$ cat src/hdl/coc_pkg.sv
// Shared types, register codes and constants for the cursor overlay compositor.
package coc_pkg;

  localparam int unsigned SCREEN_WIDTH  = 640;
  localparam int unsigned SCREEN_HEIGHT = 480;
  localparam int unsigned CURSOR_SIZE   = 16;

  localparam int unsigned COORD_W  = 11;
  localparam int unsigned OFFSET_W = 8;
  localparam int unsigned POS_W    = 13;  // signed footprint arithmetic
  localparam int unsigned ROW_W    = 4;
  localparam int unsigned COL_W    = 4;
  localparam int unsigned PIX_W    = 32;
  localparam int unsigned CFG_IDX_W  = 3;
  localparam int unsigned CFG_DATA_W = 11;

  localparam logic [PIX_W-1:0] PIX_BLACK = 32'h0000_0000;
  localparam logic [PIX_W-1:0] PIX_WHITE = 32'h00FF_FFFF;

  localparam logic [COORD_W-1:0]  CURSOR_X_RST   = 11'd320;
  localparam logic [COORD_W-1:0]  CURSOR_Y_RST   = 11'd240;
  localparam logic [OFFSET_W-1:0] HOT_OFFSET_RST = 8'hFF;

  typedef enum logic [CFG_IDX_W-1:0] {
    REG_ENABLE   = 3'd0,
    REG_CURSOR_X = 3'd1,
    REG_CURSOR_Y = 3'd2,
    REG_HOT_X    = 3'd3,
    REG_HOT_Y    = 3'd4
  } cfg_reg_t;

  typedef enum logic {
    OP_LOAD    = 1'b0,
    OP_COMPOSE = 1'b1
  } op_t;

  typedef struct packed {
    logic                    enable;
    logic signed [POS_W-1:0] origin_x;
    logic signed [POS_W-1:0] origin_y;
  } cfg_t;

  typedef struct packed {
    logic                    we;
    logic [ROW_W-1:0]        row;
    logic [CURSOR_SIZE-1:0]  set_bits;
    logic [CURSOR_SIZE-1:0]  clear_bits;
  } glyph_wr_t;

  localparam logic [CURSOR_SIZE-1:0] ARROW_SET [CURSOR_SIZE] = '{
    16'h0000, 16'h7FFE, 16'h7FFC, 16'h7FF0, 16'h7FE0, 16'h7FE0, 16'h7FF0, 16'h7FF8,
    16'h7FFC, 16'h7FFE, 16'h7FFC, 16'h73F8, 16'h61F0, 16'h60E0, 16'h4040, 16'h0000
  };
  localparam logic [CURSOR_SIZE-1:0] ARROW_CLEAR [CURSOR_SIZE] = '{
    16'hFFFF, 16'h8001, 16'h8002, 16'h800C, 16'h8010, 16'h8010, 16'h8008, 16'h8004,
    16'h8002, 16'h8001, 16'h8002, 16'h8C04, 16'h9208, 16'h9110, 16'hA0A0, 16'hC040
  };

endpackage

$ cat src/hdl/cursor_overlay_compositor.sv
// Cursor overlay compositor top level: four-stage pixel pipeline.
//
// Input channel (in_valid/in_ready) takes one item per transfer: op selects a
// glyph row load (glyph_row, set_bits, clear_bits) or a pixel compose
// (pixel_x, pixel_y, pixel_in). Loads give no output. Each compose gives one
// output transfer (out_valid/out_ready) with pixel_out and cursor_hit.
// Configuration: cfg_we writes cfg_data into register cfg_index (0 enable,
// 1 cursor_x, 2 cursor_y, 3 hot_offset_x, 4 hot_offset_y); write only while
// the pipeline is empty.
// A compose result passes the input, footprint position, glyph row read and
// output stage registers before it is presented. Throughput: one item per
// cycle while the output is not stalled, set by the four stage registers
// (input, footprint position, glyph row read, output).
// A glyph load takes effect for every compose item that follows it.
// Reset: pipeline emptied, registers to their defaults, glyph to the arrow.
// Receiver stall: each stage holds while the next is full; bubbles close up,
// so up to three more compose items are taken before in_ready drops.
module cursor_overlay_compositor
  import coc_pkg::*;
(
  input  logic                   clk,
  input  logic                   rst,
  input  logic                   cfg_we,
  input  logic [CFG_IDX_W-1:0]   cfg_index,
  input  logic [CFG_DATA_W-1:0]  cfg_data,
  input  logic                   in_valid,
  output logic                   in_ready,
  input  logic                   op,
  input  logic [ROW_W-1:0]       glyph_row,
  input  logic [CURSOR_SIZE-1:0] set_bits,
  input  logic [CURSOR_SIZE-1:0] clear_bits,
  input  logic [COORD_W-1:0]     pixel_x,
  input  logic [COORD_W-1:0]     pixel_y,
  input  logic [PIX_W-1:0]       pixel_in,
  output logic                   out_valid,
  input  logic                   out_ready,
  output logic [PIX_W-1:0]       pixel_out,
  output logic                   cursor_hit
);

  cfg_t cfg;

  // stage A: raw input
  logic                   va;
  logic                   a_op;
  logic [ROW_W-1:0]       a_row;
  logic [CURSOR_SIZE-1:0] a_set;
  logic [CURSOR_SIZE-1:0] a_clear;
  logic [COORD_W-1:0]     a_x;
  logic [COORD_W-1:0]     a_y;
  logic [PIX_W-1:0]       a_pix;

  // stage B: footprint position
  logic                    vb;
  logic                    b_op;
  logic [ROW_W-1:0]        b_row;
  logic [CURSOR_SIZE-1:0]  b_set;
  logic [CURSOR_SIZE-1:0]  b_clear;
  logic signed [POS_W-1:0] b_col;
  logic signed [POS_W-1:0] b_line;
  logic                    b_onscreen;
  logic [PIX_W-1:0]        b_pix;

  // stage C: glyph row
  logic               vc;
  logic               c_inside;
  logic [COL_W-1:0]   c_col;
  logic [PIX_W-1:0]   c_pix;
  logic [CURSOR_SIZE-1:0] c_set;
  logic [CURSOR_SIZE-1:0] c_clear;

  logic vd;
  logic en_a, en_b, en_c, en_d;
  logic b_inside;
  glyph_wr_t glyph_wr;

  coc_cfg u_cfg (
    .clk       (clk),
    .rst       (rst),
    .cfg_we    (cfg_we),
    .cfg_index (cfg_index),
    .cfg_data  (cfg_data),
    .cfg       (cfg)
  );

  assign en_d     = !vd || out_ready;
  assign en_c     = !vc || en_d;
  assign en_b     = !vb || en_c;
  assign en_a     = !va || en_b;
  assign in_ready = en_a;

  always_ff @(posedge clk) begin
    if (rst) begin
      va <= 1'b0;
      vb <= 1'b0;
      vc <= 1'b0;
      vd <= 1'b0;
    end else begin
      if (en_a) va <= in_valid;
      if (en_b) vb <= va;
      if (en_c) vc <= vb && (op_t'(b_op) == OP_COMPOSE);
      if (en_d) vd <= vc;
    end
  end

  always_ff @(posedge clk) begin
    if (en_a) begin
      a_op    <= op;
      a_row   <= glyph_row;
      a_set   <= set_bits;
      a_clear <= clear_bits;
      a_x     <= pixel_x;
      a_y     <= pixel_y;
      a_pix   <= pixel_in;
    end
  end

  always_ff @(posedge clk) begin
    if (en_b) begin
      b_op       <= a_op;
      b_row      <= a_row;
      b_set      <= a_set;
      b_clear    <= a_clear;
      b_col      <= $signed({2'b00, a_x}) - cfg.origin_x;
      b_line     <= $signed({2'b00, a_y}) - cfg.origin_y;
      b_onscreen <= ({1'b0, a_x} < (COORD_W+1)'(SCREEN_WIDTH))
                 && ({1'b0, a_y} < (COORD_W+1)'(SCREEN_HEIGHT));
      b_pix      <= a_pix;
    end
  end

  assign b_inside = cfg.enable && b_onscreen
                 && (b_col[POS_W-1:COL_W] == '0) && (b_line[POS_W-1:ROW_W] == '0);

  always_comb begin
    glyph_wr.we         = vb && en_c && (op_t'(b_op) == OP_LOAD);
    glyph_wr.row        = b_row;
    glyph_wr.set_bits   = b_set;
    glyph_wr.clear_bits = b_clear;
  end

  coc_glyph u_glyph (
    .clk     (clk),
    .rst     (rst),
    .wr      (glyph_wr),
    .rd_en   (en_c),
    .rd_row  (b_line[ROW_W-1:0]),
    .set_q   (c_set),
    .clear_q (c_clear)
  );

  always_ff @(posedge clk) begin
    if (en_c) begin
      c_inside <= b_inside;
      c_col    <= b_col[COL_W-1:0];
      c_pix    <= b_pix;
    end
  end

  coc_pix u_pix (
    .clk        (clk),
    .en         (en_d),
    .covered    (c_inside),
    .col        (c_col),
    .set_row    (c_set),
    .clear_row  (c_clear),
    .pix        (c_pix),
    .pixel_out  (pixel_out),
    .cursor_hit (cursor_hit)
  );

  assign out_valid = vd;

`ifndef SYNTH
  a_hit_colour: assert property (@(posedge clk) disable iff (rst)
    out_valid && cursor_hit |-> (pixel_out == PIX_BLACK || pixel_out == PIX_WHITE))
    else $error("cursor hit with a pixel that is neither black nor white");

  a_reset_empty: assert property (@(posedge clk)
    $past(rst) |-> !out_valid)
    else $error("output valid straight after reset");

  a_ready_when_drained: assert property (@(posedge clk) disable iff (rst)
    !out_valid |-> in_ready)
    else $error("input stalled while output stage empty");
`endif

endmodule

$ cat src/hdl/coc_cfg.sv
// Configuration registers and glyph origin for the cursor overlay compositor.
module coc_cfg
  import coc_pkg::*;
(
  input  logic                  clk,
  input  logic                  rst,
  input  logic                  cfg_we,
  input  logic [CFG_IDX_W-1:0]  cfg_index,
  input  logic [CFG_DATA_W-1:0] cfg_data,
  output cfg_t                  cfg
);

  logic                cursor_enable;
  logic [COORD_W-1:0]  cursor_x;
  logic [COORD_W-1:0]  cursor_y;
  logic [OFFSET_W-1:0] hot_offset_x;
  logic [OFFSET_W-1:0] hot_offset_y;

  always_ff @(posedge clk) begin
    if (rst) begin
      cursor_enable <= 1'b0;
      cursor_x      <= CURSOR_X_RST;
      cursor_y      <= CURSOR_Y_RST;
      hot_offset_x  <= HOT_OFFSET_RST;
      hot_offset_y  <= HOT_OFFSET_RST;
    end else if (cfg_we) begin
      unique case (cfg_reg_t'(cfg_index))
        REG_ENABLE:   cursor_enable <= cfg_data[0];
        REG_CURSOR_X: cursor_x      <= cfg_data[COORD_W-1:0];
        REG_CURSOR_Y: cursor_y      <= cfg_data[COORD_W-1:0];
        REG_HOT_X:    hot_offset_x  <= cfg_data[OFFSET_W-1:0];
        REG_HOT_Y:    hot_offset_y  <= cfg_data[OFFSET_W-1:0];
        default: ;
      endcase
    end
  end

  always_comb begin
    cfg.enable   = cursor_enable;
    cfg.origin_x = $signed({2'b00, cursor_x})
                 + $signed({{(POS_W-OFFSET_W){hot_offset_x[OFFSET_W-1]}}, hot_offset_x});
    cfg.origin_y = $signed({2'b00, cursor_y})
                 + $signed({{(POS_W-OFFSET_W){hot_offset_y[OFFSET_W-1]}}, hot_offset_y});
  end

endmodule

$ cat src/hdl/coc_glyph.sv
// Two-plane glyph store: one row written per load, one row read per compose.
module coc_glyph
  import coc_pkg::*;
(
  input  logic                   clk,
  input  logic                   rst,
  input  glyph_wr_t              wr,
  input  logic                   rd_en,
  input  logic [ROW_W-1:0]       rd_row,
  output logic [CURSOR_SIZE-1:0] set_q,
  output logic [CURSOR_SIZE-1:0] clear_q
);

  logic [CURSOR_SIZE-1:0] set_rows   [CURSOR_SIZE];
  logic [CURSOR_SIZE-1:0] clear_rows [CURSOR_SIZE];

  always_ff @(posedge clk) begin
    if (rst) begin
      for (int i = 0; i < CURSOR_SIZE; i++) begin
        set_rows[i]   <= ARROW_SET[i];
        clear_rows[i] <= ARROW_CLEAR[i];
      end
    end else if (wr.we) begin
      set_rows[wr.row]   <= wr.set_bits;
      clear_rows[wr.row] <= wr.clear_bits;
    end
  end

  always_ff @(posedge clk) begin
    if (rd_en) begin
      set_q   <= set_rows[rd_row];
      clear_q <= clear_rows[rd_row];
    end
  end

endmodule

$ cat src/hdl/coc_pix.sv
// Final stage: picks the glyph column bit and forms the composed pixel.
module coc_pix
  import coc_pkg::*;
(
  input  logic                   clk,
  input  logic                   en,
  input  logic                   covered,
  input  logic [COL_W-1:0]       col,
  input  logic [CURSOR_SIZE-1:0] set_row,
  input  logic [CURSOR_SIZE-1:0] clear_row,
  input  logic [PIX_W-1:0]       pix,
  output logic [PIX_W-1:0]       pixel_out,
  output logic                   cursor_hit
);

  logic             set_bit;
  logic             clear_bit;
  logic [PIX_W-1:0] pixel_next;
  logic             hit_next;

  always_comb begin
    // MSB is the leftmost column
    set_bit   = set_row[~col];
    clear_bit = clear_row[~col];
    hit_next  = covered && (set_bit || clear_bit);
    if (covered && set_bit)
      pixel_next = PIX_BLACK;
    else if (covered && clear_bit)
      pixel_next = PIX_WHITE;
    else
      pixel_next = pix;
  end

  always_ff @(posedge clk) begin
    if (en) begin
      pixel_out  <= pixel_next;
      cursor_hit <= hit_next;
    end
  end

endmodule
$ cat config.mk
export PLATFORM = sky130hd
export DESIGN_NAME = cursor_overlay_compositor
export DESIGN_NICKNAME = d
export VERILOG_FILES = /design/src/hdl/coc_pkg.sv /design/src/hdl/cursor_overlay_compositor.sv /design/src/hdl/coc_cfg.sv /design/src/hdl/coc_glyph.sv /design/src/hdl/coc_pix.sv
export SDC_FILE = /design/constraint.sdc
export NUM_CORES = 1
export LEC_CHECK = 0
export ABC_AREA = 1
export BUFFER_PORTS_ARGS = -buffer_cell sky130_fd_sc_hd__buf_4
export CELL_PAD_IN_SITES_DETAIL_PLACEMENT = 1
export CELL_PAD_IN_SITES_GLOBAL_PLACEMENT = 1
export CORE_ASPECT_RATIO = 0.8
export CORE_MARGIN = 2
export CORE_UTILIZATION = 42
export DETAILED_ROUTE_END_ITERATION = 16
export PLACE_DENSITY_LB_ADDON = 0.1
export SYNTH_ARGS = -nofsm -noshare
export SYNTH_HDL_FRONTEND = slang
export SYNTH_HIERARCHICAL = 1
export SYNTH_SLANG_ARGS = --single-unit
$ cat constraint.sdc
create_clock -name clk -period 15.9 [get_ports clk]
set_input_delay 3.18 -clock clk [delete_from_list [all_inputs] [get_ports clk]]
set_output_delay 3.18 -clock clk [all_outputs]
set_load 0.005 [all_outputs]
======== Word level (Yosys, flattened, before mapping) ========
Memory sizes are Yosys's and may differ from the RTL's. A register that Yosys moved wholly into a read port is not among the register bits.
Cells that the tools add are included.
word-level totals
  memory bits (read-only) ................. 0
  register bits after elaboration ......... 300
  latch bits .............................. 0
  output and inout bits ................... 35
  RAM bits ................................ 512
  logic and storage cells ................. 91
  memories kept ........................... 2
memories
  name                words  bits a word  rd ports  clocked after Yosys merged registers in  write ports  RTL line         text
  u_glyph.clear_rows  16     16           1         1                                        16           coc_glyph.sv:15  logic [CURSOR_SIZE-1:0] clear_rows [CURSOR_SIZE];
  u_glyph.set_rows    16     16           1         1                                        16           coc_glyph.sv:14  logic [CURSOR_SIZE-1:0] set_rows [CURSOR_SIZE];
cells by class
  bitwise gates (word level) .............. 2
  equality and inequality tests ........... 4
  reductions and logical operators ........ 30
  $lt $le $gt $ge ......................... 3
  $add $sub $neg .......................... 4
  divide/modulo/power cells ............... 0
  shifts and indexed selects .............. 0
  $mul .................................... 0
  multiplexer cells ....................... 16
operators with widths
  kind                    number
  $mux W16                2
  $reduce_or A16 Y1       2
  $add A12 B8 Y13         2
  $sub A12 B13 Y13        2
  $mux W24                1
  $logic_not A9 Y1        2
  $lt A11 B10 Y1 const B  1
  $lt A11 B9 Y1 const B   1
  $logic_and A1 B1 Y1     10
  $reduce_and A2 Y1       5
  $mux W1                 9
  $bmux W1 S4             2
  $mux W4                 2
  $eq A3 B2 Y1 const B    2
  $logic_or A1 B1 Y1      5
  $lt A4 B5 Y1 const B    1
  $logic_not A1 Y1        4
  $not A4 Y4              1
  $eq A3 B1 Y1 const B    1
  $eq A3 B3 Y1 const B    1
  $logic_not A3 Y1        1
  $reduce_or A2 Y1        1
  $not A1 Y1              1

======== Depth between registers and ports, before layout ========
Gate-level depths: netlist of run 1.
  depth in word-level cells ............... 10
  depth in mapped cells ................... 19
  depth with buffers taken out ............ 19

======== Hierarchy ========
Netlist of run 1, hierarchy kept.
modules (own cells, without submodules)
  module                     cells each  times used  area an instance (um^2)  seq. area each (um^2)
  coc_glyph                  2,781       1           25,791.0                 16,335.7
  cursor_overlay_compositor  569         1           8,498.2                  6,806.5
  coc_cfg                    433         1           2,750.1                  780.7
  coc_pix                    244         1           1,905.6                  991.0

======== Worst setup path after synthesis of run 1 ========
OpenSTA, ideal clock, no wires.
  path type ............................... in2out
  from .................................... input out_ready
  to ...................................... output in_ready
  cell stages on the path ................. 4
  data arrival time ....................... 6.819 ns
  path buffers ............................ 0
  required time ........................... 12.720 ns
  path slack .............................. 5.901 ns
  path through ............................ nor2_2 -> nand2_1 -> nor2_2 -> nand2_1
between the ends
  longest elaborated chain between the ends .. 4
ends and longest elaborated chain
  item                RTL line                         text
  from (decl)         cursor_overlay_compositor.sv:36  input logic out_ready,
  $logic_or A1 B1 Y1  cursor_overlay_compositor.sv:86  assign en_d = !vd || out_ready;
  $logic_or A1 B1 Y1  cursor_overlay_compositor.sv:87  assign en_c = !vc || en_d;
  named net en_c      cursor_overlay_compositor.sv:73  logic en_a, en_b, en_c, en_d;
  $logic_or A1 B1 Y1  cursor_overlay_compositor.sv:88  assign en_b = !vb || en_c;
  $logic_or A1 B1 Y1  cursor_overlay_compositor.sv:89  assign en_a = !va || en_b;
  to (decl)           cursor_overlay_compositor.sv:27  output logic in_ready,
The timed path passes the listed nets, and every way through them passes these cells.

======== Worst setup path after layout of run 1 ========
Same ends and word-level chain as after synthesis.

==> results of run 1 <==
## cell usage in the layout (no fill, tap or decap), drive strengths merged
cell / synthesis / layout
nand2: 1276 / 1276
fa: 4 / 4
inv: 673 / 677
and2: 1 / 1
buf: 132 / 168
a21oi: 23 / 23
bufinv: 0 / 12
clkinv: 4 / 44
clkbuf: 61 / 110
and3: 1 / 1
nand4: 23 / 23
dfxtp: 43 / 43
xor2: 22 / 22
o211ai: 1 / 1
xnor2: 2 / 2
o21bai: 1 / 1
nor3: 2 / 2
nor2: 409 / 409
o21ai: 20 / 20
nor4: 4 / 4
clkinvlp: 0 / 1
ha: 46 / 46
nand3: 478 / 478
edfxtp: 801 / 801
## metrics by stage
step	setup slack [ps]	cells	hold WS, ps	utilization	area [um^2]
after floorplan	5900	4027	400	-	38900
after global placement	8360	5214	400	0.445	40800
after detailed placement	8330	5214	405	0.445	40800
after CTS	8330	5381	411	0.479	43800
after global routing	8280	5381	423	0.479	43800
final	8350	5381	410	0.479	43800
## worst min-delay path by stage
stage / start / end / slack [ps] / depth (start not counted)
after floorplan: a_clear[0] / b_clear[0] / 400 / 0
after global placement: a_set[12] / b_set[12] / 400 / 0
after detailed placement: a_row[3] / b_row[3] / 410 / 0
after CTS: a_pix[6] / b_pix[6] / 410 / 0
after global routing: b_pix[26] / c_pix[26] / 420 / 0
final: a_pix[6] / b_pix[6] / 410 / 0
## cell families after synthesis
| logic type | share of synthesized area |
|---|---|
| compound gates | 0.00610 |
| xor+xnor | 0.00540 |
| fa+ha+maj | 0.0168 |
| buf+inv | 0.0920 |
| flops | 0.640 |
| simple gates | 0.240 |
## flip-flops by register name (all words and copies together) (netlist names), 32 cells and up
register	flops
a_pix	32
b_pix	32
c_pix	32
u_glyph/clear_rows	256
u_glyph/set_rows	256
u_pix/pixel_out	32
## final cells by class
type	count	area (um^2)	area share
flip-flops and latches	844	24900	0.569
multi-input cells	2313	10500	0.240
inverters	677	2570	0.0586
clock buffers	110	2390	0.0546
well taps	1212	1520	0.0346
repair buffers	168	1270	0.0291
clock inverters	57	639	0.0146
## routing by layer
layer  up-vias  part of all wire  global-route usage
met3       128             0.047              0.0362
met5         -           0.00027                   0
met4         4             0.019              0.0513
li1      12900                 -                   -
met1     13800              0.49               0.350
met2       503              0.45               0.359
## report_power, final
group          total [W]  internal, W  switching (W)
clock            0.00218      0.00127       0.000908
combinational   0.000913     0.000243       0.000670
sequential       0.00263      0.00259      0.0000479
total            0.00572      0.00410        0.00163
## worst max-delay path: stages
cell and delay (ps):
sky130_fd_sc_hd__buf_4 110, sky130_fd_sc_hd__nor2_2 180, sky130_fd_sc_hd__nand2_4 290, sky130_fd_sc_hd__nor2_2 300, sky130_fd_sc_hd__nand2_4 140, sky130_fd_sc_hd__buf_4 170
==> impl_metrics.tcl, run 1 <==
set metrics [dict create \
    run_status "complete, no violations" \
    yosys-top-cells-area "sky130_fd_sc_hd__edfxtp_1, sky130_fd_sc_hd__nand2_1, sky130_fd_sc_hd__inv_1" \
    launch_point_of_the_worst_path "out_ready" \
    floorplan.rows 99 \
    postSynthCellCount 4027 \
    path_clk_slew_ps 60 \
    cts-buffers-inserted 92 \
    grt_antenna_before_repair 3 \
    classification_of_the_worst_slack_hold_path "flop to flop" \
    drc 0 \
    cts_resized 0 \
    detail_route.first_pass.iterations 6 \
    worstSkewPairLatency_ps 660 \
    clock_sinks 844 \
    yosysSeqAreaShare 0.640 \
    grt_start_max_net_pins 165 \
    regToRegStartpoint "out_valid" \
    final_hold_viol_count 0 \
    aggregate_routed_wire_length_mm 111 \
    final.period_utilization 0.475 \
    synthDistinctLibCells 41 \
    critPathCaptureType "output port" \
    worst_slew_pin_slew_ps 1110 \
    worstReg2RegEnd "u_glyph/clear_rows[14][4]" \
    setup-tns-final_ps 0 \
    arr_time_crit_path_ps 4370 \
    starting_density_of_the_core 0.425 \
    worst_r2r_path_depth 11 \
    slew_headroom 0.256 \
    globalplace.congestion 0.800 \
    ys_seq_elements 844 \
    vdd.ir_drop.worst_mv 0.0898 \
    minimum_setup_slack_among_reg_to_reg_paths_ps 12310 \
    detailed_place_hpwl_mm 68.5 \
    die_area_um2 95200 \
    syn-cell-area_um2 38900 \
    report.final.slew_viol_count 0 \
    critical_path.endpoint "in_ready" \
    avgSynthCellArea_um2 9.67 \
    setup_viol 0 \
    clock_buffer_depth 3 \
    drtAntennaViolNets 0 \
    synth_common_cells "sky130_fd_sc_hd__nand2_1, sky130_fd_sc_hd__edfxtp_1, sky130_fd_sc_hd__inv_1" \
    syn-num-nets 4187 \
    synth.yosys.warnings 6 \
    clock_tree.htree_level_count 3 \
    startpoint_type_of_the_worst_setup_path "input port" \
    detailedRoute.firstIterationViolations 2094 \
    timing.final.crit_period_ps 7550 \
    timing.setup.critical_path_class "input port to output port" \
    routed_via_density 5.08 \
    count_of_maximum_capacitance_violations 0 \
    num-fill-cells 10200 \
    postCtsSetupBuffers 0 \
    clock_tree.root_cell "sky130_fd_sc_hd__clkbuf_16" \
    timing.clock.skew_ps 19.0 \
    total_leakage_power_nw 19.6 \
    global_route.usage.total 0.234 \
    num_antenna_cells 0 \
    postSynth.asyncResetShare 0 \
    core_region_area_um2 91500 \
    edff_count_synth 801 \
    num_vias 27300 \
    design.portCount 145 \
    horiz_die_dim_um 344 \
    first_global_vias 27800 \
    grt_pass1_wl_mm 168 \
    grt_overflow 0 \
    p_per_area_nw_per_um2 131 \
    nets 4256 \
    ys.flop_type "sky130_fd_sc_hd__edfxtp_1" \
    synth_top_area_cell "sky130_fd_sc_hd__edfxtp_1" \
    critical_path_peak_fanout 26 \
    cp.required_ps 12720 \
    postCtsHoldBufs 0 \
    flow.area_growth_from_synthesis_pct 12.5 \
    synth_largest_type_area_fraction 0.618 \
    drive_gt1_frac 0.105 \
    tritoncts "yes" \
    avgRoutedWirePerCell_um 20.6 \
    rsz_0062_raised_after_global_routing "no" \
    floorplan.die.height_um 276 \
    post-synth-top-count-cell "sky130_fd_sc_hd__nand2_1" \
    port_buffers 144 \
    peak_clock_frequency_supported_by_timing_ghz 0.132 \
    overall_power_of_the_completed_layout_w 0.00572 \
]
No activity file was read; power rests on OpenSTA's default activity.
==> inputs of run 2 (changes only) <==
--- a/config.mk
+++ b/config.mk
@@ -5,7 +5,7 @@
 export SDC_FILE = /design/constraint.sdc
 export NUM_CORES = 1
 export LEC_CHECK = 0
-export ABC_AREA = 1
+export ABC_AREA = 0
 export BUFFER_PORTS_ARGS = -buffer_cell sky130_fd_sc_hd__buf_4
 export CELL_PAD_IN_SITES_DETAIL_PLACEMENT = 1
 export CELL_PAD_IN_SITES_GLOBAL_PLACEMENT = 1
==> constraint.sdc (replaced) <==
create_clock -name clk -period 6.6 [get_ports clk]
set_input_delay 1.32 -clock clk [delete_from_list [all_inputs] [get_ports clk]]
set_output_delay 1.32 -clock clk [all_outputs]
set_load 0.005 [all_outputs]
==> impl_metrics.tcl, run 2 <==
set metrics [dict create \
    grt_overflow 0 \
    regToRegStartpoint "out_valid" \
    postSynthCellCount 2366 \
    ys.flop_type "sky130_fd_sc_hd__edfxtp_1" \
    cp.required_ps 6880 \
    launch_point_of_the_worst_path "out_ready" \
    die_area_um2 89300 \
    drive_gt1_frac 0.193 \
    worstSkewPairLatency_ps 670 \
    floorplan.rows 96 \
    synth_top_area_cell "sky130_fd_sc_hd__edfxtp_1" \
    timing.clock.skew_ps 20.7 \
    post-synth-top-count-cell "sky130_fd_sc_hd__edfxtp_1" \
    routedLengthMet1_mm 46.0 \
    nets 2627 \
    report.final.slew_viol_count 0 \
    topRoutingLayerUsed "met4" \
    first_global_vias 21600 \
    timing.final.crit_period_ps 4460 \
    aggregate_routed_wire_length_mm 98.0 \
    num-fill-cells 8250 \
    final.period_utilization 0.676 \
    post-place-cells 3502 \
    detail_route.first_pass.iterations 5 \
    starting_density_of_the_core 0.425 \
    postCtsHoldBufs 0 \
    grt_antenna_before_repair 4 \
    clock_tree.root_cell "sky130_fd_sc_hd__clkbuf_16" \
    total_leakage_power_nw 14.7 \
    classification_of_the_worst_slack_hold_path "flop to flop" \
    core_region_area_um2 86000 \
    design.portCount 145 \
    drtAntennaViolNets 0 \
    worst_slew_pin_slew_ps 1130 \
    avgSynthCellArea_um2 15.4 \
    stdcell_count 3671 \
    biggestRegsByFlops "u_glyph/clear_rows (256), u_glyph/set_rows (256)" \
    syn-cell-area_um2 36500 \
    clock_sinks 844 \
    yosysSeqAreaShare 0.682 \
    horiz_die_dim_um 334 \
    ys_seq_elements 844 \
    synthDistinctLibCells 85 \
    floorplan.die.height_um 268 \
    grt_pass1_wl_mm 145 \
    arr_time_crit_path_ps 4740 \
    critPathCaptureType "flop" \
    syn-num-nets 2526 \
    setup-tns-final_ps 0 \
    startpoint_type_of_the_worst_setup_path "input port" \
    detailed_place_hpwl_mm 60.7 \
    route.met2.wl_mm 44.8 \
    synth_common_cells "sky130_fd_sc_hd__edfxtp_1, sky130_fd_sc_hd__and2_1, sky130_fd_sc_hd__or3_1" \
    routed_via_density 5.64 \
    min-delay-start "a_pix[19]" \
    clock_tree.htree_level_count 3 \
    tritoncts "yes" \
    final_common_cell "sky130_fd_sc_hd__edfxtp_1" \
    clock_buffer_depth 3 \
    count_of_maximum_capacitance_violations 0 \
    vdd.ir_drop.worst_mv 0.207 \
    drc 0 \
    edff_count_synth 801 \
    setup_viol 0 \
    globalplace.congestion 0.800 \
    global_route.usage.total 0.221 \
    path_clk_slew_ps 60 \
    critical_path_peak_fanout 49 \
    slew_headroom 0.248 \
    avgRoutedWirePerCell_um 26.7 \
    rsz_0062_raised_after_global_routing "no" \
    port_buffers 144 \
    postSynth.asyncResetShare 0 \
    detailedRoute.firstIterationViolations 1592 \
    synth.yosys.warnings 6 \
    cts-buffers-inserted 90 \
    flow.area_growth_from_synthesis_pct 13.8 \
    postCtsSetupBuffers 0 \
    p_per_area_nw_per_um2 308 \
    run_status "complete, no violations" \
    cts_resized 0 \
    num_vias 20700 \
    most-common-layout-cells "sky130_fd_sc_hd__edfxtp_1, sky130_fd_sc_hd__and2_1, sky130_fd_sc_hd__buf_4" \
    synth_largest_type_area_fraction 0.659 \
    final_hold_viol_count 0 \
    timing.setup.critical_path_class "input port to flop" \
    wire_length_on_met3_mm 5.08 \
    yosys-top-cells-area "sky130_fd_sc_hd__edfxtp_1, sky130_fd_sc_hd__mux4_2, sky130_fd_sc_hd__and2_1" \
    peak_clock_frequency_supported_by_timing_ghz 0.224 \
    grt_start_max_net_pins 129 \
]
## run 2: changes by cell type in the layout (fill, tap and decap cells not counted), sizes merged, moves of 18 or more
cell    previous run  this run
nand2           1276       124
inv              677        49
nand3            478        20
nor2             409        55
and2               1       324
or3                0       153
mux4               0       136
a22oi              0        66
nand2b             0        61
o21a               0        28
nand3b             0        26
a21oi             23        48
or2                0        19
nor2b              0        18
## run 2: layout make-up
type,instances,area [um^2],share of cell area
sequential,844,24900,0.599
multi-input combinational,1306,10800,0.259
clock buffer,117,2360,0.0569
tap,1127,1410,0.0339
timing repair buffer,178,1360,0.0327
clock inverter,50,561,0.0135
inverter,47,179,0.00430
antenna,2,5.00,0.000120
## run 2: where the power goes
group	internal (W)	leakage, nW	switching [W]	total (W)
clock	0.00290	1.39	0.00216	0.00506
sequential	0.00620	8.46	0.000186	0.00639
combinational	0.000560	4.80	0.000815	0.00137
total	0.00966	14.7	0.00316	0.0128
## run 2: per-stage QoR
stage | hold WS [ps] | setup slack, ps | utilization | power [W] | area, um^2
after floorplan | 400 | 1480 | - | 0.00728 | 36500
after global placement | 400 | 1580 | 0.449 | 0.00785 | 38600
after detailed placement | 405 | 1480 | 0.449 | 0.00789 | 38600
after CTS | 409 | 2200 | 0.483 | 0.0130 | 41600
after global routing | 415 | 2000 | 0.483 | 0.0133 | 41600
final | 415 | 2140 | 0.483 | 0.0128 | 41600
## run 2: logic make-up (layout without fill, tap and decap cells)
kind of cell | Yosys count | after routing | share of synthesized area
and+or+nand+nor | 855 | 855 | 0.137
DFF | 844 | 844 | 0.682
AOI/OAI and AO/OA | 237 | 237 | 0.0472
buffers and inverters | 216 | 392 | 0.0247
muxes | 137 | 137 | 0.0847
adders and majority gates | 50 | 50 | 0.0180
xor gates and xnor gates | 27 | 27 | 0.00648
other | 0 | 2 | 0
## run 2: path summary, 6_finish.rpt
kind                                           endpoint  slack, ps  cells past startpoint
worst max-delay path            u_glyph/set_rows[2][12]       2140                      7
worst min-delay path                          b_pix[19]        410                      0
worst max register to register  u_glyph/set_rows[2][12]       2480                      6
worst min register to register                b_pix[19]        410                      0
## run 2: worst max-delay path, cell delays in order
cell and delay (ps):
sky130_fd_sc_hd__buf_4 80, sky130_fd_sc_hd__nor2b_1 80, sky130_fd_sc_hd__nand2_4 360, sky130_fd_sc_hd__and3b_1 420, sky130_fd_sc_hd__or4b_4 750, sky130_fd_sc_hd__nor2_2 720
sky130_fd_sc_hd__or2_2 920
## run 2: metal layers
| metal | global-route usage | vias to the layer above |
|---|---|---|
| met5 | 0 | - |
| met3 | 0.0390 | 128 |
| met2 | 0.343 | 534 |
| li1 | - | 9138 |
| met1 | 0.322 | 10900 |
| met4 | 0.0594 | 0 |
==> inputs of run 3 (changes only) <==
==> constraint.sdc (replaced) <==
create_clock -name clk -period 4.6 [get_ports clk]
set_input_delay 0.92 -clock clk [delete_from_list [all_inputs] [get_ports clk]]
set_output_delay 0.92 -clock clk [all_outputs]
set_load 0.005 [all_outputs]
==> impl_metrics.tcl, run 3 (synthesis results as in run 2) <==
set metrics [dict create \
    cp.required_ps 5010 \
    final.period_utilization 0.774 \
    detail_route.first_pass.iterations 5 \
    floorplan.rows 96 \
    worstSkewPairLatency_ps 650 \
    biggestRegsByFlops "u_glyph/clear_rows (256), u_glyph/set_rows (256)" \
    p_per_area_nw_per_um2 436 \
    startpoint_type_of_the_worst_setup_path "flop" \
    timing.setup.critical_path_class "flop to flop" \
    num-fill-cells 8297 \
    timing.final.crit_period_ps 3560 \
    detailedRoute.firstIterationViolations 1743 \
    floorplan.die.height_um 268 \
    grt_antenna_before_repair 5 \
    tritoncts "yes" \
    path_clk_slew_ps 60 \
    stdcell_count 3681 \
    total_leakage_power_nw 14.7 \
    routed_via_density 5.62 \
    critPathCaptureType "flop" \
    critical_path_peak_fanout 5 \
    horiz_die_dim_um 334 \
    count_of_maximum_capacitance_violations 0 \
    final_hold_viol_count 0 \
    clock_sinks 844 \
    core_region_area_um2 86000 \
    p_seq_frac 0.506 \
    slew_headroom 0.217 \
    timing.clock.skew_ps 16.6 \
    clock_buffer_depth 3 \
    final_common_cell "sky130_fd_sc_hd__edfxtp_1" \
    num_vias 20700 \
    classification_of_the_worst_slack_hold_path "flop to flop" \
    clock_tree.root_cell "sky130_fd_sc_hd__clkbuf_16" \
    overall_power_of_the_completed_layout_w 0.0181 \
    peak_clock_frequency_supported_by_timing_ghz 0.281 \
    postCtsHoldBufs 0 \
    cts_resized 0 \
    switching_share 0.245 \
    avgRoutedWirePerCell_um 26.5 \
    starting_density_of_the_core 0.425 \
    p_comb_frac 0.110 \
    drc 0 \
    drtAntennaViolNets 0 \
    grt_pass1_wl_mm 145 \
    first_global_vias 21900 \
    global_route.usage.total 0.221 \
    aggregate_routed_wire_length_mm 97.6 \
    most-common-layout-cells "sky130_fd_sc_hd__edfxtp_1, sky130_fd_sc_hd__and2_1, sky130_fd_sc_hd__buf_4" \
    run_status "complete, no violations" \
    die_area_um2 89300 \
    post-place-cells 3517 \
    grt_start_max_net_pins 129 \
    port_buffers 144 \
    arr_time_crit_path_ps 3970 \
    clock_tree.htree_level_count 3 \
    drive_gt1_frac 0.196 \
    globalplace.congestion 0.792 \
    detailed_place_hpwl_mm 60.2 \
    report.final.slew_viol_count 0 \
    postCtsSetupBuffers 0 \
    rsz_0062_raised_after_global_routing "no" \
    p_int_w 0.0137 \
    flow.area_growth_from_synthesis_pct 13.7 \
    cts-buffers-inserted 88 \
    design.portCount 145 \
    vdd.ir_drop.worst_mv 0.255 \
    nets 2640 \
    setup_viol 0 \
    switching_power_w 0.00443 \
    worst_slew_pin_slew_ps 1170 \
    grt_overflow 0 \
    setup-tns-final_ps 0 \
    power.clock.fraction 0.384 \
]
run 3: cell count changes in the layout (fill, tap and decap cells not counted), moves of 2 or more:
cell | previous run | this run
sky130_fd_sc_hd__buf_4 | 176 | 190
sky130_fd_sc_hd__inv_6 | 2 | 4
sky130_fd_sc_hd__clkbuf_1 | 26 | 22
sky130_fd_sc_hd__clkinv_2 | 7 | 13
sky130_fd_sc_hd__clkinvlp_4 | 6 | 1
sky130_fd_sc_hd__clkinv_1 | 20 | 22
sky130_fd_sc_hd__bufinv_16 | 9 | 7
sky130_fd_sc_hd__diode_2 | 2 | 4
sky130_fd_sc_hd__clkinv_8 | 3 | 1
run 3: path summary, 6_finish.rpt:
check,start,to,slack [ps],depth (start not counted)
worst max-delay path,u_cfg/cursor_x[0],b_col[11],1040,13
worst min-delay path,a_clear[2],b_clear[2],420,0
worst max register to register,u_cfg/cursor_x[0],b_col[11],1040,13
worst min register to register,a_clear[2],b_clear[2],420,0
run 3: power by group through the flow:
stage / sequential [W] / clock [W] / combinational (W)
finish: 0.00916 / 0.00694 / 0.00199
global route: 0.00921 / 0.00740 / 0.00214
CTS: 0.00917 / 0.00713 / 0.00200
detailed placement: 0.00932 / 0 / 0.00199
global placement: 0.00930 / 0 / 0.00197
floorplan: 0.00914 / 0 / 0.00130
run 3: layout make-up:
class | count | area [um^2] | share of cell area
tap | 1127 | 1410 | 0.0339
antenna | 4 | 10.0 | 0.000241
timing repair buffer | 193 | 1490 | 0.0358
clock inverter | 49 | 447 | 0.0108
inverter | 47 | 179 | 0.00431
clock buffer | 111 | 2310 | 0.0556
multi-input combinational | 1306 | 10800 | 0.260
sequential | 844 | 24900 | 0.600
run 3: metrics by stage:
step	area, um^2	util	hold WS (ps)	worst slack [ps]
after floorplan	36500	-	400	523
after global placement	38800	0.451	401	970
after detailed placement	38800	0.451	405	944
after CTS	41500	0.483	389	1050
after global routing	41500	0.483	399	818
final	41500	0.483	419	1040
run 3: critical path, stage by stage (launching register included):
cell	delay, ps
sky130_fd_sc_hd__dfxtp_1	310
sky130_fd_sc_hd__ha_1	220
sky130_fd_sc_hd__fa_1	450
sky130_fd_sc_hd__a211oi_1	420
sky130_fd_sc_hd__o211a_1	260
sky130_fd_sc_hd__o21ai_0	120
sky130_fd_sc_hd__xnor2_1	230
sky130_fd_sc_hd__inv_1	70
sky130_fd_sc_hd__ha_1	360
sky130_fd_sc_hd__a21oi_1	220
sky130_fd_sc_hd__o21ai_1	130
sky130_fd_sc_hd__or3_1	330
sky130_fd_sc_hd__o21bai_2	130
sky130_fd_sc_hd__xnor2_1	70
run 3: metal layers:
layer | part of all wire | global-route usage
met1 | 0.45 | 0.316
met2 | 0.46 | 0.343
met3 | 0.071 | 0.0483
met4 | 0.025 | 0.0588
met5 | 0 | 0
